`config.mk`:
```
export PLATFORM = sky130hd
export DESIGN_NAME = rtp_rtcp_duplicate_packet_filter
export DESIGN_NICKNAME = d
export VERILOG_FILES = /design/src/hw/rtl/rdpf_pkg.sv /design/src/hw/rtl/rtp_rtcp_duplicate_packet_filter.sv /design/src/hw/rtl/rdpf_hist_cell.sv /design/src/hw/rtl/rdpf_parser.sv
export VERILOG_INCLUDE_DIRS = /design/src /design/src/hw/rtl
export SDC_FILE = /design/constraint.sdc
export NUM_CORES = 1
export LEC_CHECK = 0
export BUFFER_PORTS_ARGS = -buffer_cell sky130_fd_sc_hd__buf_4
export CORE_UTILIZATION = 59
export DETAILED_ROUTE_END_ITERATION = 10
export GPL_ROUTABILITY_DRIVEN = 1
export MAX_ROUTING_LAYER = met4
export PLACE_DENSITY = 0.78
export SETUP_SLACK_MARGIN = 0.4
export SYNTH_ARGS = -nofsm -noshare
export SYNTH_HDL_FRONTEND = slang
export SYNTH_HIERARCHICAL = 1
export SYNTH_SLANG_ARGS = --single-unit
```
`constraint.sdc`:
```
create_clock -name i_clk -period 7.4 [get_ports i_clk]
set_input_delay 0.74 -clock i_clk [delete_from_list [all_inputs] [get_ports i_clk]]
set_output_delay 0.74 -clock i_clk [all_outputs]
set_load 0.005 [all_outputs]
```
`src/hw/rtl/assert_macros.svh`:
```
// ----------------------------------------------------------------------------
// assert_macros.svh
// shared concurrent assertion macros, compiled out when ASSERT_OFF is set
// ----------------------------------------------------------------------------
`ifndef ASSERT_MACROS_SVH
`define ASSERT_MACROS_SVH

`ifndef ASSERT_OFF
// property must hold on every edge outside reset
`define ASSERT_PROP(lbl, clk, rst_n, prop) \
    lbl: assert property (@(posedge clk) disable iff (!(rst_n)) (prop)) \
        else $error("assertion failed");
// expression must never be true outside reset
`define ASSERT_NEVER(lbl, clk, rst_n, expr) \
    lbl: assert property (@(posedge clk) disable iff (!(rst_n)) !(expr)) \
        else $error("forbidden condition seen");
`else
`define ASSERT_PROP(lbl, clk, rst_n, prop)
`define ASSERT_NEVER(lbl, clk, rst_n, expr)
`endif

`endif

```
`src/hw/rtl/rdpf_pkg.sv`:
```
// ----------------------------------------------------------------------------
// rdpf_pkg
// types, codes and constants of the duplicate packet filter
// ----------------------------------------------------------------------------
package rdpf_pkg;

    localparam int BYTE_W = 8;
    localparam int POS_W  = 5;

    typedef enum logic [1:0] {
        VERDICT_NEW   = 2'd0,
        VERDICT_DUP   = 2'd1,
        VERDICT_STUN  = 2'd2,
        VERDICT_SHORT = 2'd3
    } t_verdict;

    localparam logic [BYTE_W-1:0] STUN_MAX_FIRST = 8'd2;
    localparam logic [BYTE_W-1:0] RTCP_LOW       = 8'd200;
    localparam logic [BYTE_W-1:0] RTCP_HIGH      = 8'd209;
    localparam logic [POS_W-1:0]  OFFSET_RTCP_RR = 5'd19;
    localparam logic [POS_W-1:0]  OFFSET_RTCP_SR = 5'd23;
    localparam logic [POS_W-1:0]  OFFSET_RTP     = 5'd3;
    localparam logic [POS_W-1:0]  POSITION_MAX   = 5'd31;

    // end-of-packet summary handed from the parser to the top level
    typedef struct packed {
        logic              done;
        logic              stun;
        logic              too_short;
        logic [BYTE_W-1:0] key;
    } t_pkt_end;

    typedef struct packed {
        logic [BYTE_W-1:0] key;
        t_verdict          verdict;
    } t_result;

    function automatic logic [POS_W-1:0] key_offset(input logic [BYTE_W-1:0] type_b);
        logic [POS_W-1:0] off;
        if (type_b == RTCP_LOW) begin
            off = OFFSET_RTCP_SR;
        end else if (type_b > RTCP_LOW && type_b <= RTCP_HIGH) begin
            off = OFFSET_RTCP_RR;
        end else begin
            off = OFFSET_RTP;
        end
        return off;
    endfunction

endpackage

```
`src/hw/rtl/rtp_rtcp_duplicate_packet_filter.sv`:
```
// ----------------------------------------------------------------------------
// rtp_rtcp_duplicate_packet_filter
// classifies rtp/rtcp/stun packets and flags repeated keys
// ----------------------------------------------------------------------------
// verdict word: registered in the output register, or in the skid stage if that is held
// throughput: 1 byte per cycle while the input is not stalled; the key lookup compares all
// history cells in parallel and the push shifts the cell row in the same cycle
// output register plus a one-word skid stage; input stalls only once both
// hold a word; i_rst_n clears packet state and history at once
module rtp_rtcp_duplicate_packet_filter
    import rdpf_pkg::*;
#(
    parameter int HISTORY_DEPTH = 4
) (
    input  logic        i_clk,
    input  logic        i_rst_n,
    input  logic        i_s_axis_tvalid,
    output logic        o_s_axis_tready,
    input  logic [7:0]  i_s_axis_tdata,   // [7:0] data_byte
    input  logic        i_s_axis_tlast,   // end_of_packet
    input  logic [0:0]  i_s_axis_tuser,   // [0] empty_packet
    output logic        o_m_axis_tvalid,
    input  logic        i_m_axis_tready,
    output logic [15:0] o_m_axis_tdata    // [1:0] verdict, [9:2] key_byte, zero pad
);

    `include "assert_macros.svh"

    logic     w_accept;
    t_pkt_end w_end;
    logic     w_any_match;
    logic     w_push;
    t_result  w_res;

    logic [HISTORY_DEPTH-1:0] w_valid;
    logic [HISTORY_DEPTH-1:0] w_match;
    logic [BYTE_W-1:0]        w_key [HISTORY_DEPTH];

    logic    r_out_valid;
    t_result r_out;
    logic    r_skid_valid;
    t_result r_skid;

    assign o_s_axis_tready = !r_skid_valid;
    assign w_accept        = i_s_axis_tvalid && !r_skid_valid;

    rdpf_parser u_parser (
        .i_clk    (i_clk),
        .i_rst_n  (i_rst_n),
        .i_accept (w_accept),
        .i_byte   (i_s_axis_tdata),
        .i_last   (i_s_axis_tlast),
        .i_empty  (i_s_axis_tuser[0]),
        .o_end    (w_end)
    );

    // newest key enters cell 0, the oldest falls off the far end
    for (genvar g = 0; g < HISTORY_DEPTH; g++) begin : g_cell
        rdpf_hist_cell u_cell (
            .i_clk      (i_clk),
            .i_rst_n    (i_rst_n),
            .i_shift    (w_push),
            .i_valid_in ((g == 0) ? 1'b1 : w_valid[(g == 0) ? 0 : g-1]),
            .i_key_in   ((g == 0) ? w_end.key : w_key[(g == 0) ? 0 : g-1]),
            .i_probe    (w_end.key),
            .o_valid    (w_valid[g]),
            .o_key      (w_key[g]),
            .o_match    (w_match[g])
        );
    end

    assign w_any_match = |w_match;
    assign w_push      = w_end.done && !w_end.stun && !w_end.too_short && !w_any_match;

    always_comb begin
        priority if (w_end.stun) begin
            w_res.verdict = VERDICT_STUN;
            w_res.key     = '0;
        end else if (w_end.too_short) begin
            w_res.verdict = VERDICT_SHORT;
            w_res.key     = '0;
        end else if (w_any_match) begin
            w_res.verdict = VERDICT_DUP;
            w_res.key     = w_end.key;
        end else begin
            w_res.verdict = VERDICT_NEW;
            w_res.key     = w_end.key;
        end
    end

    always_ff @(posedge i_clk) begin
        if (!i_rst_n) begin
            r_out_valid  <= 1'b0;
            r_skid_valid <= 1'b0;
        end else if (!r_out_valid || i_m_axis_tready) begin
            r_out_valid  <= r_skid_valid || w_end.done;
            r_skid_valid <= 1'b0;
        end else if (w_end.done) begin
            r_skid_valid <= 1'b1;
        end
    end

    always_ff @(posedge i_clk) begin
        if (!r_out_valid || i_m_axis_tready) begin
            r_out <= r_skid_valid ? r_skid : w_res;
        end else if (w_end.done) begin
            r_skid <= w_res;
        end
    end

    assign o_m_axis_tvalid = r_out_valid;
    assign o_m_axis_tdata  = {6'd0, r_out.key, r_out.verdict};

    // skid stage only fills behind a held output word
    `ASSERT_NEVER(a_skid_alone, i_clk, i_rst_n, r_skid_valid && !r_out_valid)
    // a stalled output catches the next verdict in the skid stage
    `ASSERT_PROP(a_skid_catch, i_clk, i_rst_n,
        (r_out_valid && !i_m_axis_tready && !r_skid_valid && w_end.done) |=> r_skid_valid)
    // a stalled skid word is kept
    `ASSERT_PROP(a_skid_hold, i_clk, i_rst_n,
        (r_skid_valid && !i_m_axis_tready) |=> (r_skid_valid && $stable(r_skid)))
    // no lookup result while input is blocked
    `ASSERT_NEVER(a_no_end_blocked, i_clk, i_rst_n, w_end.done && r_skid_valid)

    // valid cells form a contiguous run from cell 0
    for (genvar v = 1; v < HISTORY_DEPTH; v++) begin : g_chk
        `ASSERT_NEVER(a_valid_run, i_clk, i_rst_n, w_valid[v] && !w_valid[v-1])
    end

endmodule

```
`src/hw/rtl/rdpf_hist_cell.sv`:
```
// ----------------------------------------------------------------------------
// rdpf_hist_cell
// one history slot: holds a key, compares it with the probe, shifts on push
// ----------------------------------------------------------------------------
module rdpf_hist_cell
    import rdpf_pkg::*;
(
    input  logic              i_clk,
    input  logic              i_rst_n,
    input  logic              i_shift,
    input  logic              i_valid_in,
    input  logic [BYTE_W-1:0] i_key_in,
    input  logic [BYTE_W-1:0] i_probe,
    output logic              o_valid,
    output logic [BYTE_W-1:0] o_key,
    output logic              o_match
);

    logic              r_valid;
    logic [BYTE_W-1:0] r_key;

    always_ff @(posedge i_clk) begin
        if (!i_rst_n) begin
            r_valid <= 1'b0;
        end else if (i_shift) begin
            r_valid <= i_valid_in;
        end
    end

    always_ff @(posedge i_clk) begin
        if (i_shift) begin
            r_key <= i_key_in;
        end
    end

    assign o_valid = r_valid;
    assign o_key   = r_key;
    assign o_match = r_valid && (r_key == i_probe);

endmodule

```
`src/hw/rtl/rdpf_parser.sv`:
```
// ----------------------------------------------------------------------------
// rdpf_parser
// per-packet byte tracking and key capture, summary on the last byte or an empty marker
// ----------------------------------------------------------------------------
module rdpf_parser
    import rdpf_pkg::*;
(
    input  logic              i_clk,
    input  logic              i_rst_n,
    input  logic              i_accept,
    input  logic [BYTE_W-1:0] i_byte,
    input  logic              i_last,
    input  logic              i_empty,
    output t_pkt_end          o_end
);

    logic [POS_W-1:0]  r_pos;
    logic [BYTE_W-1:0] r_first;
    logic [BYTE_W-1:0] r_type;
    logic [BYTE_W-1:0] r_key;
    logic              r_key_ok;

    logic [BYTE_W-1:0] n_first;
    logic [BYTE_W-1:0] n_type;
    logic [BYTE_W-1:0] n_key;
    logic              n_key_ok;
    logic              w_hit;

    always_comb begin
        n_first = (r_pos == '0) ? i_byte : r_first;
        n_type  = (r_pos == POS_W'(1)) ? i_byte : r_type;
        w_hit   = (r_pos != '0) && !r_key_ok && (r_pos == key_offset(n_type));
        n_key   = w_hit ? i_byte : r_key;
        n_key_ok = r_key_ok || w_hit;
    end

    always_comb begin
        o_end.done      = i_accept && (i_empty || i_last);
        o_end.stun      = i_empty || (n_first <= STUN_MAX_FIRST);
        o_end.too_short = !n_key_ok;
        o_end.key       = n_key;
    end

    always_ff @(posedge i_clk) begin
        if (!i_rst_n) begin
            r_pos    <= '0;
            r_first  <= '0;
            r_type   <= '0;
            r_key    <= '0;
            r_key_ok <= 1'b0;
        end else if (i_accept) begin
            if (i_empty || i_last) begin
                r_pos    <= '0;
                r_first  <= '0;
                r_type   <= '0;
                r_key    <= '0;
                r_key_ok <= 1'b0;
            end else begin
                r_first  <= n_first;
                r_type   <= n_type;
                r_key    <= n_key;
                r_key_ok <= n_key_ok;
                if (r_pos != POSITION_MAX) begin
                    r_pos <= r_pos + POS_W'(1);
                end
            end
        end
    end

endmodule

```
# == Word level (Yosys, flattened, before mapping) ==
# Cells that the tools add are included.
# word_totals
regBits,88
latch_bits,0
mem_bits_rw,0
romBits,0
out_inout_bits,18
elab_cells,77
n_memories,0
# classes
add_sub_neg,1
multipliers,0
div,0
n_lt_le_gt_ge,3
n_eq_ne,8
shift,0
mux,15
bitwise,2
n_reduce_logical,29
# ops
operator,n
two-way mux 8 bit,6
equality test 8 bit,4
two-way mux 10 bit,3
two-way mux 5 bit,4
logical AND 1 bit,12
equality test 8 bit (second input constant),1
greater-than comparator 8 bit (second input constant),1
less-or-equal comparator 8 x 2 -> 1 bit (second input constant),1
less-or-equal comparator 8 bit (second input constant),1
adder 5 x 1 -> 5 bit (second input constant),1
equality test 5 x 1 -> 1 bit (second input constant),1
equality test 5 bit,1
zero test 1 bit,5
zero test 5 bit,1
logical OR 1 bit,5
!= test 5 bit (second input constant),1
nonzero test 5 bit,1
AND reduction 2 bit,2
OR reduction 4 bit,1
two-way mux 1 bit,2
inverter 1 bit,2
nonzero test 2 bit,1
OR reduction 2 bit,1

# == Depth between registers and ports, before layout ==
# Gate-level depths: netlist of the first run.
# logic_depth
depth_word,16
ltp_mapped,14
depth_no_buf,14

# == Hierarchy ==
# The synthesis of the first run kept the hierarchy.
# by_module_without_submodules
module,n_inst,cells_each,area_per_inst_um2
rdpf_parser,1,168,1604.0
rdpf_hist_cell,4,23,371.6
rtp_rtcp_duplicate_packet_filter,1,83,984.7

# == Worst setup path after synthesis of the first run ==
# Ideal clock, no wire load.
# synth_path
path_type,input -> register
startpoint,in i_s_axis_tdata[3]
endpoint,reg g_cell[1].u_cell.r_valid
setup_ps,117
t_arrival_ps,5254
t_required_ps,7283
slack_ps,2029
stages,12
path_buffers,0
path_cell_list,or4b_2 -> a211oi_2 -> o21ai_1 -> a221oi_4 -> mux2_2 -> xnor2_1 -> nand4_1 -> nor3_2 -> nor4_1 -> nor3b_2 -> mux2i_1 -> nor2b_1
# synth_rtl
element,line_no,text
from (decl),rtp_rtcp_duplicate_packet_filter.sv:19,"input logic [7:0] i_s_axis_tdata,"
to (signal assigned),rdpf_hist_cell.sv:26,r_valid <= i_valid_in;
to (decl),rdpf_hist_cell.sv:19,logic r_valid;

==> flow_summary.rst, run 1 <==
.. list-table::
   :header-rows: 1

   * - Metric
     - Value
   * - Post-CTS Repair Setup Buffers
     - 0
   * - Synth Cell Area
     - 4080 um^2
   * - Result of the run
     - complete, no violations
   * - Instance area at placement
     - 4270 um^2
   * - # clock sinks
     - 88
   * - GRT Total Usage
     - 0.241
   * - Total routed wirelength
     - 7760 um
   * - Via density per instance
     - 5.93
   * - Count of boundary I/O pins
     - 32
   * - DRT iter0 DRCs
     - 204
   * - Vias in the first global route
     - 2611
   * - Worst slack at placement
     - 2.01 ns
   * - Antenna violations before repair
     - 0
   * - Minimum clock period after layout
     - 5.04 ns
   * - Setup Total Neg Slack
     - 0 ns
   * - Min-delay worst type
     - reg -> reg
   * - Total via count after detailed routing
     - 2661
   * - Fraction of final layout cells with drive strength greater than 1
     - 0.172
   * - Cts hold-fix bufs
     - 0
   * - Number of levels in the clock H-tree
     - 3
   * - Synthesis-to-layout area growth
     - 10.3%
   * - Cts bufs inserted
     - 9
   * - Count of antenna-violating nets left after detailed routing
     - 0
   * - Full die area
     - 7240 um^2
   * - Leading cell types by total area after synthesis
     - edfxtp_1 38%, dfxtp_1 18%, xnor2_1 6.9%
   * - Wirelength per Cell
     - 17.3 um
   * - Number of antenna cells inserted
     - 0
   * - Total chip power
     - 0.925 mW
   * - Number of slew-limit violations in the final report
     - 0
   * - Share of synthesized flip-flops with an asynchronous set or reset
     - 0
   * - Wire length of the first global-routing pass
     - 12900 um
   * - Number of max-cap violations
     - 0
   * - Standard cell core area
     - 6490 um^2
   * - Relative max-transition margin
     - 0.319
   * - Clock transition at the registers of the reported paths
     - 0.09 ns
   * - Final setup violation count
     - 0
   * - Final Hold Viols
     - 0
   * - Leakage Power
     - 1.43 nW
   * - Syn Inst Count
     - 343
   * - R2R cell count
     - 14
   * - TritonCTS clock tree
     - built
   * - Setup repair after global routing missed its margin
     - no
   * - Worst Path Required
     - 7.66 ns
   * - Share of Yosys cell area claimed by the top area cell type
     - 0.383
   * - Worst r2r dst
     - g_cell[3].u_cell/o_valid
   * - Number of nets in the layout
     - 385
   * - Measured slew at the worst slew-check pin
     - 1.02 ns
   * - Post-synthesis sequential element count
     - 88
   * - Number of flops mapped to enable cells by yosys
     - 52
   * - Type of the setup path with the least slack
     - reg -> reg
   * - Final weighted congestion in routability-driven placement
     - 0.816
   * - Slack of the worst reg-to-reg path
     - 2.36 ns
   * - Worst-case clock buffer depth
     - 2
   * - Synthesis Warnings
     - 6
   * - Type of origin of the critical path
     - register
   * - Critical Path Fanout Max
     - 36
   * - Filler Cells Inserted
     - 491
   * - Final design area excluding fillers
     - 4490 um^2
   * - Post_cts resized
     - 0
   * - Top_reg_cell synth
     - edfxtp_1
   * - Crit. End Element
     - register
   * - Die height
     - 85.1 um
   * - Highest Clock Rate
     - 0.198 GHz
   * - Congestion Overflow GR
     - 0
   * - Final Cycle Share
     - 0.681
   * - CP endpoint
     - g_cell[3].u_cell/o_valid
   * - Number of distinct library cells after synthesis
     - 49
   * - Starting Density
     - 0.627
   * - Sequential element share of the synthesized area
     - 0.560
   * - Worst EP arrival
     - 5.30 ns
   * - Die X
     - 85.1 um
   * - Pin count of the biggest net entering global routing
     - 37
   * - Leading area contributor after synthesis
     - edfxtp_1
   * - Clock latency reported for the late side of the worst-skew pair
     - 0.36 ns
   * - Mean cell area of the mapped netlist
     - 11.9 um^2
   * - Worst IR drop on VDD
     - 0.130 mV
   * - DRC viols
     - 0
   * - Worst Skew
     - 0.00701 ns
   * - Clock tree root driver cell
     - clkbuf_8
   * - Worst reg2reg path startpoint
     - u_parser/r_pos[0]
   * - Final HPWL DP
     - 5490 um
   * - Launch point of the worst path
     - u_parser/r_pos[0]
   * - Power density over the cells
     - 206 nW/um^2
   * - Setup slack of the critical path after layout
     - 2.36 ns
   * - Total of buffers placed on input and output ports
     - 25
   * - Count of standard-cell rows
     - 29
   * - Iteration count of the initial detailed-routing pass
     - 5
## report_power, final
part / leakage (nW) / switching (mW) / internal [mW] / total [mW]
Clock: 0.103 / 0.172 / 0.190 / 0.362
Combinational: 0.547 / 0.0237 / 0.0172 / 0.0410
Sequential: 0.777 / 0.00277 / 0.519 / 0.522
## synth_stat cells (5+ instances only)
cell type / count
edfxtp_1: 52
dfxtp_1: 36
xnor2_1: 32
nor2b_1: 29
a22oi_1: 27
nand2_1: 24
nor2_1: 16
inv_1: 13
mux2i_1: 12
mux2_2: 9
o31ai_1: 8
buf_4: 6
clkbuf_1: 5
## layout by cell type, fill, tap and decap left out, drive strengths merged, types with 3 or more instances in the layout
master	Yosys	routed
or4b	5	5
clkinv	0	3
o31ai	8	8
mux2	9	9
nand2b	3	3
nand3	4	4
nand2	24	24
o21ai	6	6
nor2b	29	29
nand4	4	4
clkbuf	5	9
nor4b	3	3
nor4	4	4
mux2i	12	12
ha	4	4
xnor2	32	32
a22oi	27	27
nor3	5	5
edfxtp	52	52
and3	3	3
dfxtp	36	36
nand3b	3	3
or3	3	3
buf	13	26
inv	13	13
nor2	16	16
conb	2	7
## critical path, stage by stage (launching register included)
cell      delay, ns
dfxtp_1        0.42
ha_1           0.20
or4b_4         0.51
nor4_1         0.33
o21ai_0        0.19
a221oi_4       0.88
mux2_2         0.52
xnor2_1        0.17
nand4_1        0.13
nor3_2         0.06
nor4_1         0.52
nor3b_4        0.26
buf_4          0.42
mux2i_1        0.25
nor2b_1        0.06
## final cells by class
class                      count  area (um^2)  share of cell area
multi-input combinational    229         1650               0.367
inverter                      13         48.8              0.0109
tap                           77         96.3              0.0214
clock inverter                 7         96.3              0.0214
timing repair buffer          26          195              0.0434
clock buffer                   9          124              0.0276
sequential                    88         2280               0.508
## logic make-up after synthesis
kind of cell,count (synthesis),synth area share
fa+ha+maj,4,0.0123
xor+xnor,32,0.0688
compound gates,53,0.100
buf+inv,31,0.0408
flops,88,0.560
other cells,2,0.00184
mux,21,0.0543
simple gates,112,0.162
## metrics by stage
stage | hold WS [ns] | utilization | std cells
2_1_floorplan | 0.446 | - | 348
3_3_place_gp | 0.453 | 0.658 | 433
3_5_place_dp | 0.458 | 0.658 | 433
4_1_cts | 0.475 | 0.692 | 449
5_1_grt | 0.486 | 0.692 | 449
6_report | 0.478 | 0.692 | 449
## sequential cells by signal, summed over array words and instances (netlist names)
signal,count
g_cell.u_cell/o_key,32
o_m_axis_tdata,10
r_skid,10
u_parser/r_first,8
u_parser/r_key,8
u_parser/r_type,8
u_parser/r_pos,5
g_cell.u_cell/o_valid,4
o_m_axis_tvalid,1
r_skid_valid,1
u_parser/r_key_ok,1
## metal layers
layer	GRT usage	part of all wire
met5	-	0
met2	0.379	0.48
met3	0.0438	0.059
met1	0.306	0.44
met4	0.108	0.018
## worst min path at each step
stage | from | to | slack [ns] | cells past startpoint
floorplan | u_parser/r_key[0] | u_parser/r_key[0] | 0.45 | 2
global placement | u_parser/r_key[0] | u_parser/r_key[0] | 0.45 | 2
detailed placement | g_cell[0].u_cell/o_key[7] | g_cell[1].u_cell/o_key[7] | 0.46 | 0
CTS | g_cell[2].u_cell/o_key[2] | g_cell[3].u_cell/o_key[2] | 0.47 | 0
global route | g_cell[0].u_cell/o_key[7] | g_cell[1].u_cell/o_key[7] | 0.49 | 0
finish | g_cell[0].u_cell/o_key[7] | g_cell[1].u_cell/o_key[7] | 0.48 | 0
(Power assumes the default switching activity.)
==> inputs of run 2 (changes only) <==
- ABC_AREA: unset -> 1
- CORE_UTILIZATION: 59 -> 60
- clock period: 7.4 -> 4.8 ns (I/O delays scaled with it)
==> flow_summary.rst, run 2 <==
.. list-table::
   :header-rows: 1

   * - Metric
     - Value
   * - Comb power frac
     - 0.064
   * - Measured slew at the worst slew-check pin
     - 0.820 ns
   * - Setup slack of the critical path after layout
     - 0.938 ns
   * - Worst-case clock buffer depth
     - 2
   * - Relative max-transition margin
     - 0.452
   * - Number of nets in the layout
     - 602
   * - Top Family by Delay on Critical Path
     - simple AND/OR/NAND/NOR gates
   * - Clock latency reported for the late side of the worst-skew pair
     - 0.35 ns
   * - Worst r2r dst
     - g_cell[1].u_cell/o_key[4]
   * - Total of buffers placed on input and output ports
     - 25
   * - DRT iter0 DRCs
     - 207
   * - Sequential share of power
     - 0.569
   * - Commonest cells in the netlist
     - 175 x nand2_1, 67 x inv_1, 52 x edfxtp_1
   * - Full die area
     - 7800 um^2
   * - Number of max-cap violations
     - 0
   * - TritonCTS clock tree
     - built
   * - Top_reg_cell synth
     - edfxtp_1
   * - Critical Path Slowest Stage Cell
     - dfxtp_1
   * - Cts bufs inserted
     - 9
   * - Cell depth of the worst setup path
     - 23
   * - WHS Endpoint
     - o_m_axis_tvalid
   * - Synthesis Warnings
     - 6
   * - Number of distinct library cells after synthesis
     - 32
   * - Count leader, synth
     - nand2_1
   * - Post-synthesis sequential element count
     - 88
   * - Worst Skew
     - 0.00863 ns
   * - Synth Cell Area
     - 4470 um^2
   * - Pin count of the biggest net entering global routing
     - 29
   * - DRC viols
     - 0
   * - Share of synthesized flip-flops with an asynchronous set or reset
     - 0
   * - Leakage Power
     - 2.06 nW
   * - Total routed wirelength
     - 9180 um
   * - Worst reg2reg path startpoint
     - u_parser/r_pos[0]
   * - Instance count along the most critical hold path
     - 4
   * - Wire length of the first global-routing pass
     - 14800 um
   * - P_sw
     - 0.329 mW
   * - Sequential element share of the synthesized area
     - 0.510
   * - Cell repeated most along the worst path
     - nand2_1
   * - Clock tree root driver cell
     - clkbuf_8
   * - Clock share of power
     - 0.367
   * - Clock transition at the registers of the reported paths
     - 0.09 ns
   * - Final Hold Viols
     - 0
   * - CP max stage delay
     - 0.41 ns
   * - # clock sinks
     - 88
   * - Power density over the cells
     - 286 nW/um^2
   * - Count of standard-cell rows
     - 31
   * - Total via count after detailed routing
     - 3477
   * - Standard cell core area
     - 7210 um^2
   * - Min-delay worst type
     - in -> reg
   * - Minimum clock period after layout
     - 3.86 ns
   * - Slack of the worst reg-to-reg path
     - 0.94 ns
   * - Final setup violation count
     - 0
   * - Leading area contributor after synthesis
     - edfxtp_1
   * - Number of levels in the clock H-tree
     - 3
   * - R2R cell count
     - 23
   * - Count of antenna-violating nets left after detailed routing
     - 0
   * - Die X
     - 88.3 um
   * - Final Cycle Share
     - 0.805
   * - Highest Clock Rate
     - 0.259 GHz
   * - Cts hold-fix bufs
     - 0
   * - Fraction of power spent switching nets
     - 0.232
   * - Vias in the first global route
     - 3186
   * - Via density per instance
     - 5.05
   * - Non-filler instance count after layout
     - 688
   * - Fraction of final layout cells with drive strength greater than 1
     - 0.141
   * - Placed Cells incl. Taps
     - 670
   * - Starting Density
     - 0.620
   * - Startpoint of the worst hold path
     - i_m_axis_tready
   * - Power Internal
     - 1.09 mW
   * - Worst IR drop on VDD
     - 0.183 mV
   * - Number of slew-limit violations in the final report
     - 0
   * - Most frequent cells in the layout
     - 175 x nand2_1, 67 x inv_1, 52 x edfxtp_1
   * - Congestion Overflow GR
     - 0
   * - Result of the run
     - complete, no violations
   * - Antenna violations before repair
     - 0
   * - Worst Path Required
     - 4.86 ns
   * - Final HPWL DP
     - 6610 um
   * - Critical Path Fanout Max
     - 11
   * - Crit. End Element
     - register
   * - Number of antenna cells inserted
     - 0
   * - Mean cell area of the mapped netlist
     - 8.09 um^2
   * - Buffering stage count on the worst path with inverters included
     - 3
   * - Worst slack at placement
     - 0.580 ns
   * - Number of flops mapped to enable cells by yosys
     - 52
   * - Type of origin of the critical path
     - register
   * - Syn Inst Count
     - 553
   * - Wirelength per Cell
     - 13.3 um
   * - Leading cell types by total area after synthesis
     - edfxtp_1 35%, dfxtp_1 16%, nand2_1 15%
   * - Setup Total Neg Slack
     - 0 ns
   * - Setup repair after global routing missed its margin
     - no
   * - Critical-path cell list
     - ha_1 > inv_1 > nor2_2 > nand2_2 > nand2_1 > nand2_1 > nand2_1 > nor2_2 > nand3_1 > nand3_4 > nor2_8 > nand2_1 > and2_1 > inv_2 > nand2_1 > nand2_1 > nor2_1 > nand3_1 > nor2_2 > nor2_1 > nand3_1 > nor2_4 > buf_4
   * - Count of boundary I/O pins
     - 32
   * - Commonest non-fill, non-tap cell in the layout
     - nand2_1
   * - Type of the setup path with the least slack
     - reg -> reg
   * - Synthesis-to-layout area growth
     - 11.1%
   * - Number of flip-flops in the largest register
     - 32
   * - GRT Total Usage
     - 0.262
   * - Iteration count of the initial detailed-routing pass
     - 5
   * - Final weighted congestion in routability-driven placement
     - 0.914
   * - Worst EP arrival
     - 3.92 ns
   * - Die height
     - 88.3 um
   * - Share of Yosys cell area claimed by the top area cell type
     - 0.349
## run 2: changes by cell type in the layout (fill, tap and decap cells not counted), moves of 10 or more
cell | before | now
a21oi_1 | 2 | 31
mux2i_1 | 12 | 0
nor2_1 | 16 | 41
inv_1 | 13 | 67
xnor2_1 | 32 | 8
o21ai_0 | 3 | 16
nand3_1 | 4 | 39
nor2b_1 | 29 | 0
a22oi_1 | 27 | 0
nand2_1 | 24 | 175
inv_2 | 0 | 10
## run 2: logic make-up (layout without fill, tap and decap cells)
group	count (synthesis)	in the layout	share of synthesized area
and+or+nand+nor	292	292	0.283
DFF	88	88	0.510
xor gates and xnor gates	10	10	0.0196
other	2	7	0.00168
AOI/OAI and AO/OA	62	62	0.0845
buffers and inverters	95	126	0.0898
adders and majority gates	4	4	0.0112
## run 2: worst register-to-register path, delay by kind of cell (launching register included)
family        cells  cell delay, ns
buf+inv           3            0.38
flops             1            0.41
simple gates     19            2.61
fa+ha+maj         1            0.17
## run 2: power by group through the flow
stage	sequential, mW	clock (mW)	combinational (mW)
global route	0.811	0.565	0.103
finish	0.809	0.522	0.0917
floorplan	0.826	0	0.0596
CTS	0.809	0.532	0.0910
detailed placement	0.826	0	0.0905
global placement	0.826	0	0.0898
## run 2: area by class of cell
type	count	area, um^2
Fill cell	612	2250
Clock inverter	6	66.3
Tap cell	99	124
Timing Repair Buffer	31	245
Inverter	79	297
Multi-Input combinational cell	375	1820
Clock buffer	10	138
Sequential cell	88	2280
## run 2: per-stage QoR
step | total power, mW | hold WS, ns | util | instance area, um^2
floorplan | 0.885 | 0.433 | - | 4490
global placement | 0.916 | 0.449 | 0.658 | 4750
detailed placement | 0.917 | 0.453 | 0.658 | 4750
CTS | 1.43 | 0.379 | 0.686 | 4950
global route | 1.48 | 0.389 | 0.689 | 4970
finish | 1.42 | 0.391 | 0.689 | 4970
## run 2: worst max path at each step
stage	start	end	slack [ns]
floorplan	u_parser/r_pos[0]	g_cell[0].u_cell/o_key[0]	0.93
global route	u_parser/r_pos[0]	g_cell[2].u_cell/o_valid	0.47
CTS	u_parser/r_pos[0]	g_cell[3].u_cell/o_valid	0.50
finish	u_parser/r_pos[0]	g_cell[1].u_cell/o_key[4]	0.94
detailed placement	u_parser/r_pos[0]	g_cell[2].u_cell/o_key[6]	0.58
global placement	u_parser/r_pos[0]	g_cell[3].u_cell/o_key[2]	0.61
## run 2: layer usage
metal / wire (um) / up-vias / GRT usage
li1: - / 1798 / -
met1: 4380 / 1573 / 0.357
met2: 4150 / 90 / 0.387
met3: 471 / 16 / 0.0634
met4: 173 / 0 / 0.0836
met5: 0 / - / -
## run 2: timing repair
action / 4_1_cts / 5_1_grt
endpoints found under the setup margin: 0 / 36
buffers inserted: 0 / 2
gates resized for setup: 0 / 1
==> inputs of run 3 (changes only) <==
- ABC_AREA: 1 -> 0
- CORE_UTILIZATION: 60 -> 54
- PLACE_DENSITY: 0.78 -> 0.75
- clock period: 4.8 -> 3.3 ns (I/O delays scaled with it)
==> flow_summary.rst, run 3 (synthesis gave the netlist of run 1 again) <==
.. list-table::
   :header-rows: 1

   * - Metric
     - Value
   * - Result of the run
     - complete, but fails checks
   * - Violated checks
     - negative setup slack
   * - Number of max-cap violations
     - 0
   * - # clock sinks
     - 88
   * - Non-filler instance count after layout
     - 523
   * - Count of antenna-violating nets left after detailed routing
     - 0
   * - Iteration count of the initial detailed-routing pass
     - 4
   * - Number of flip-flops in the largest register
     - 32
   * - Critical Path Fanout Max
     - 7
   * - Measured slew at the worst slew-check pin
     - 0.770 ns
   * - Combined area of the multi-input logic cells
     - 1850 um^2
   * - Via density per instance
     - 5.53
   * - Final HPWL DP
     - 6030 um
   * - Final setup violation count
     - 38
   * - Min-delay worst type
     - in -> reg
   * - Setup repair after global routing missed its margin
     - yes
   * - Number of slew-limit violations in the final report
     - 0
   * - Synthesis-to-layout area growth
     - 25.5%
   * - Instance area at placement
     - 4690 um^2
   * - Final design area excluding fillers
     - 5120 um^2
   * - Die height
     - 88.9 um
   * - Clock tree root driver cell
     - clkbuf_8
   * - Count of boundary I/O pins
     - 32
   * - Final weighted congestion in routability-driven placement
     - 0.918
   * - Final Hold Viols
     - 0
   * - Total via count after detailed routing
     - 2890
   * - Standard cell core area
     - 7290 um^2
   * - Buffering stage count on the worst path with inverters included
     - 4
   * - Relative max-transition margin
     - 0.486
   * - Type of origin of the critical path
     - register
   * - Count of standard-cell rows
     - 31
   * - Clock transition at the registers of the reported paths
     - 0.09 ns
   * - Worst IR drop on VDD
     - 0.212 mV
   * - Die X
     - 88.9 um
   * - Number of antenna cells inserted
     - 0
   * - Commonest non-fill, non-tap cell in the layout
     - buf_4
   * - Wirelength per Cell
     - 16.6 um
   * - Placed Cells incl. Taps
     - 497
   * - Total of buffers placed on input and output ports
     - 25
   * - Starting Density
     - 0.559
   * - GRT Total Usage
     - 0.253
   * - Power density over the cells
     - 381 nW/um^2
   * - Utilization after layout
     - 0.702
   * - Clock latency reported for the late side of the worst-skew pair
     - 0.37 ns
   * - Filler Cells Inserted
     - 544
   * - Fraction of final layout cells with drive strength greater than 1
     - 0.337
   * - Vias in the first global route
     - 2949
   * - Pin count of the biggest net entering global routing
     - 31
   * - Register Area
     - 2290 um^2
   * - Congestion Overflow GR
     - 0
   * - Most frequent cells in the layout
     - 69 x buf_4, 52 x edfxtp_1, 33 x dfxtp_1
   * - Antenna violations before repair
     - 0
   * - Worst slack at placement
     - -0.598 ns
   * - Cts bufs inserted
     - 9
   * - DRT iter0 DRCs
     - 155
   * - Worst Skew
     - 0.0127 ns
   * - CP max stage delay
     - 0.39 ns
   * - Number of nets in the layout
     - 437
   * - TritonCTS clock tree
     - built
   * - Critical Path Slowest Stage Cell
     - nor4b_4
   * - Final Cycle Share
     - 1.15
   * - Top Family by Delay on Critical Path
     - simple AND/OR/NAND/NOR gates
   * - Leakage Power
     - 1.75 nW
   * - Total routed wirelength
     - 8680 um
   * - Type of the setup path with the least slack
     - reg -> reg
   * - Full die area
     - 7900 um^2
   * - Minimum clock period after layout
     - 3.80 ns
   * - Setup slack of the critical path after layout
     - -0.499 ns
   * - Worst EP arrival
     - 4.05 ns
   * - Critical-path cell list
     - buf_4 > nor4b_4 > nor4_2 > or3_4 > a221oi_4 > buf_12 > buf_12 > mux2_4 > xnor2_2 > nand4_1 > nor3_2 > nor4_2 > nor3b_4 > buf_6 > mux2i_1 > nor2b_1
   * - Highest Clock Rate
     - 0.263 GHz
   * - DRC viols
     - 0
   * - Worst Path Required
     - 3.55 ns
   * - Worst-case clock buffer depth
     - 2
   * - Crit. End Element
     - register
   * - Wire length of the first global-routing pass
     - 14100 um
   * - Post-Route Hold Slack
     - 0.359 ns
   * - Number of levels in the clock H-tree
     - 3
==> run 3: cell count changes in the layout (fill, tap and decap cells not counted), sizes merged, moves of 12 or more <==
cell | previous run | this run
nand2 | 180 | 24
inv | 79 | 14
buf | 31 | 78
nand3 | 41 | 4
nor2 | 52 | 16
a21oi | 31 | 2
nor2b | 0 | 29
a22oi | 0 | 27
xnor2 | 8 | 32
mux2i | 0 | 12
==> run 3: final cells by class <==
class,count,share of cell area
clock buffer,10,0.0249
inverter,13,0.0100
multi-input combinational,229,0.361
tap,99,0.0242
clock inverter,6,0.00880
timing repair buffer,78,0.124
sequential,88,0.447
==> run 3: through the flow <==
| stage | setup TNS [ns] | power (mW) |
|---|---|---|
| 2_1_floorplan | -40.58 | 1.25 |
| 3_3_place_gp | -16.75 | 1.30 |
| 3_5_place_dp | -21.19 | 1.30 |
| 4_1_cts | -16.25 | 1.96 |
| 5_1_grt | -23.51 | 2.02 |
| 6_report | -15.71 | 1.95 |
==> run 3: path summary, 6_finish.rpt <==
| path | start | end | slack [ns] | depth (start not counted) |
|---|---|---|---|---|
| worst max-delay path | u_parser/r_pos[4] | g_cell[3].u_cell/o_valid | -0.50 | 16 |
| worst min-delay path | i_rst_n | o_m_axis_tvalid | 0.36 | 2 |
| worst max register to register | u_parser/r_pos[4] | g_cell[3].u_cell/o_valid | -0.50 | 16 |
| worst min register to register | u_parser/r_key[3] | u_parser/r_key[3] | 0.48 | 2 |
==> run 3: per-layer routing <==
metal  wire length [um]  track usage  part of all wire
met2               4450        0.409              0.51
met3                410       0.0840             0.047
met4                301        0.129             0.035
met1               3520        0.278              0.41
met5                  0            -                 0
==> run 3: power breakdown <==
part,internal (mW),leakage [nW],switching [mW]
Sequential,1.16,0.778,0.00612
Combinational,0.0519,0.885,0.0599
Clock,0.278,0.0858,0.390
Total,1.49,1.75,0.456
==> run 3: repair_timing <==
| item | 4_1_cts | 5_1_grt |
|---|---|---|
| resized for setup | 25 | 10 |
| pin swaps | 11 | 4 |
| hold buffers | 0 | 0 |
| setup endpoints to repair | 48 | 56 |
| gates cloned | 0 | 0 |
| buffers inserted | 9 | 1 |
==> run 3: worst reg2reg max path, cell delays in order (launching register included) <==
cell and delay (ns):
dfxtp_2 0.33, buf_4 0.14, nor4b_4 0.39, nor4_2 0.10, or3_4 0.39, a221oi_4 0.30
buf_12 0.15, buf_12 0.11, mux2_4 0.36, xnor2_2 0.15, nand4_1 0.12, nor3_2 0.07
nor4_2 0.31, nor3b_4 0.31, buf_6 0.18, mux2i_1 0.22, nor2b_1 0.08
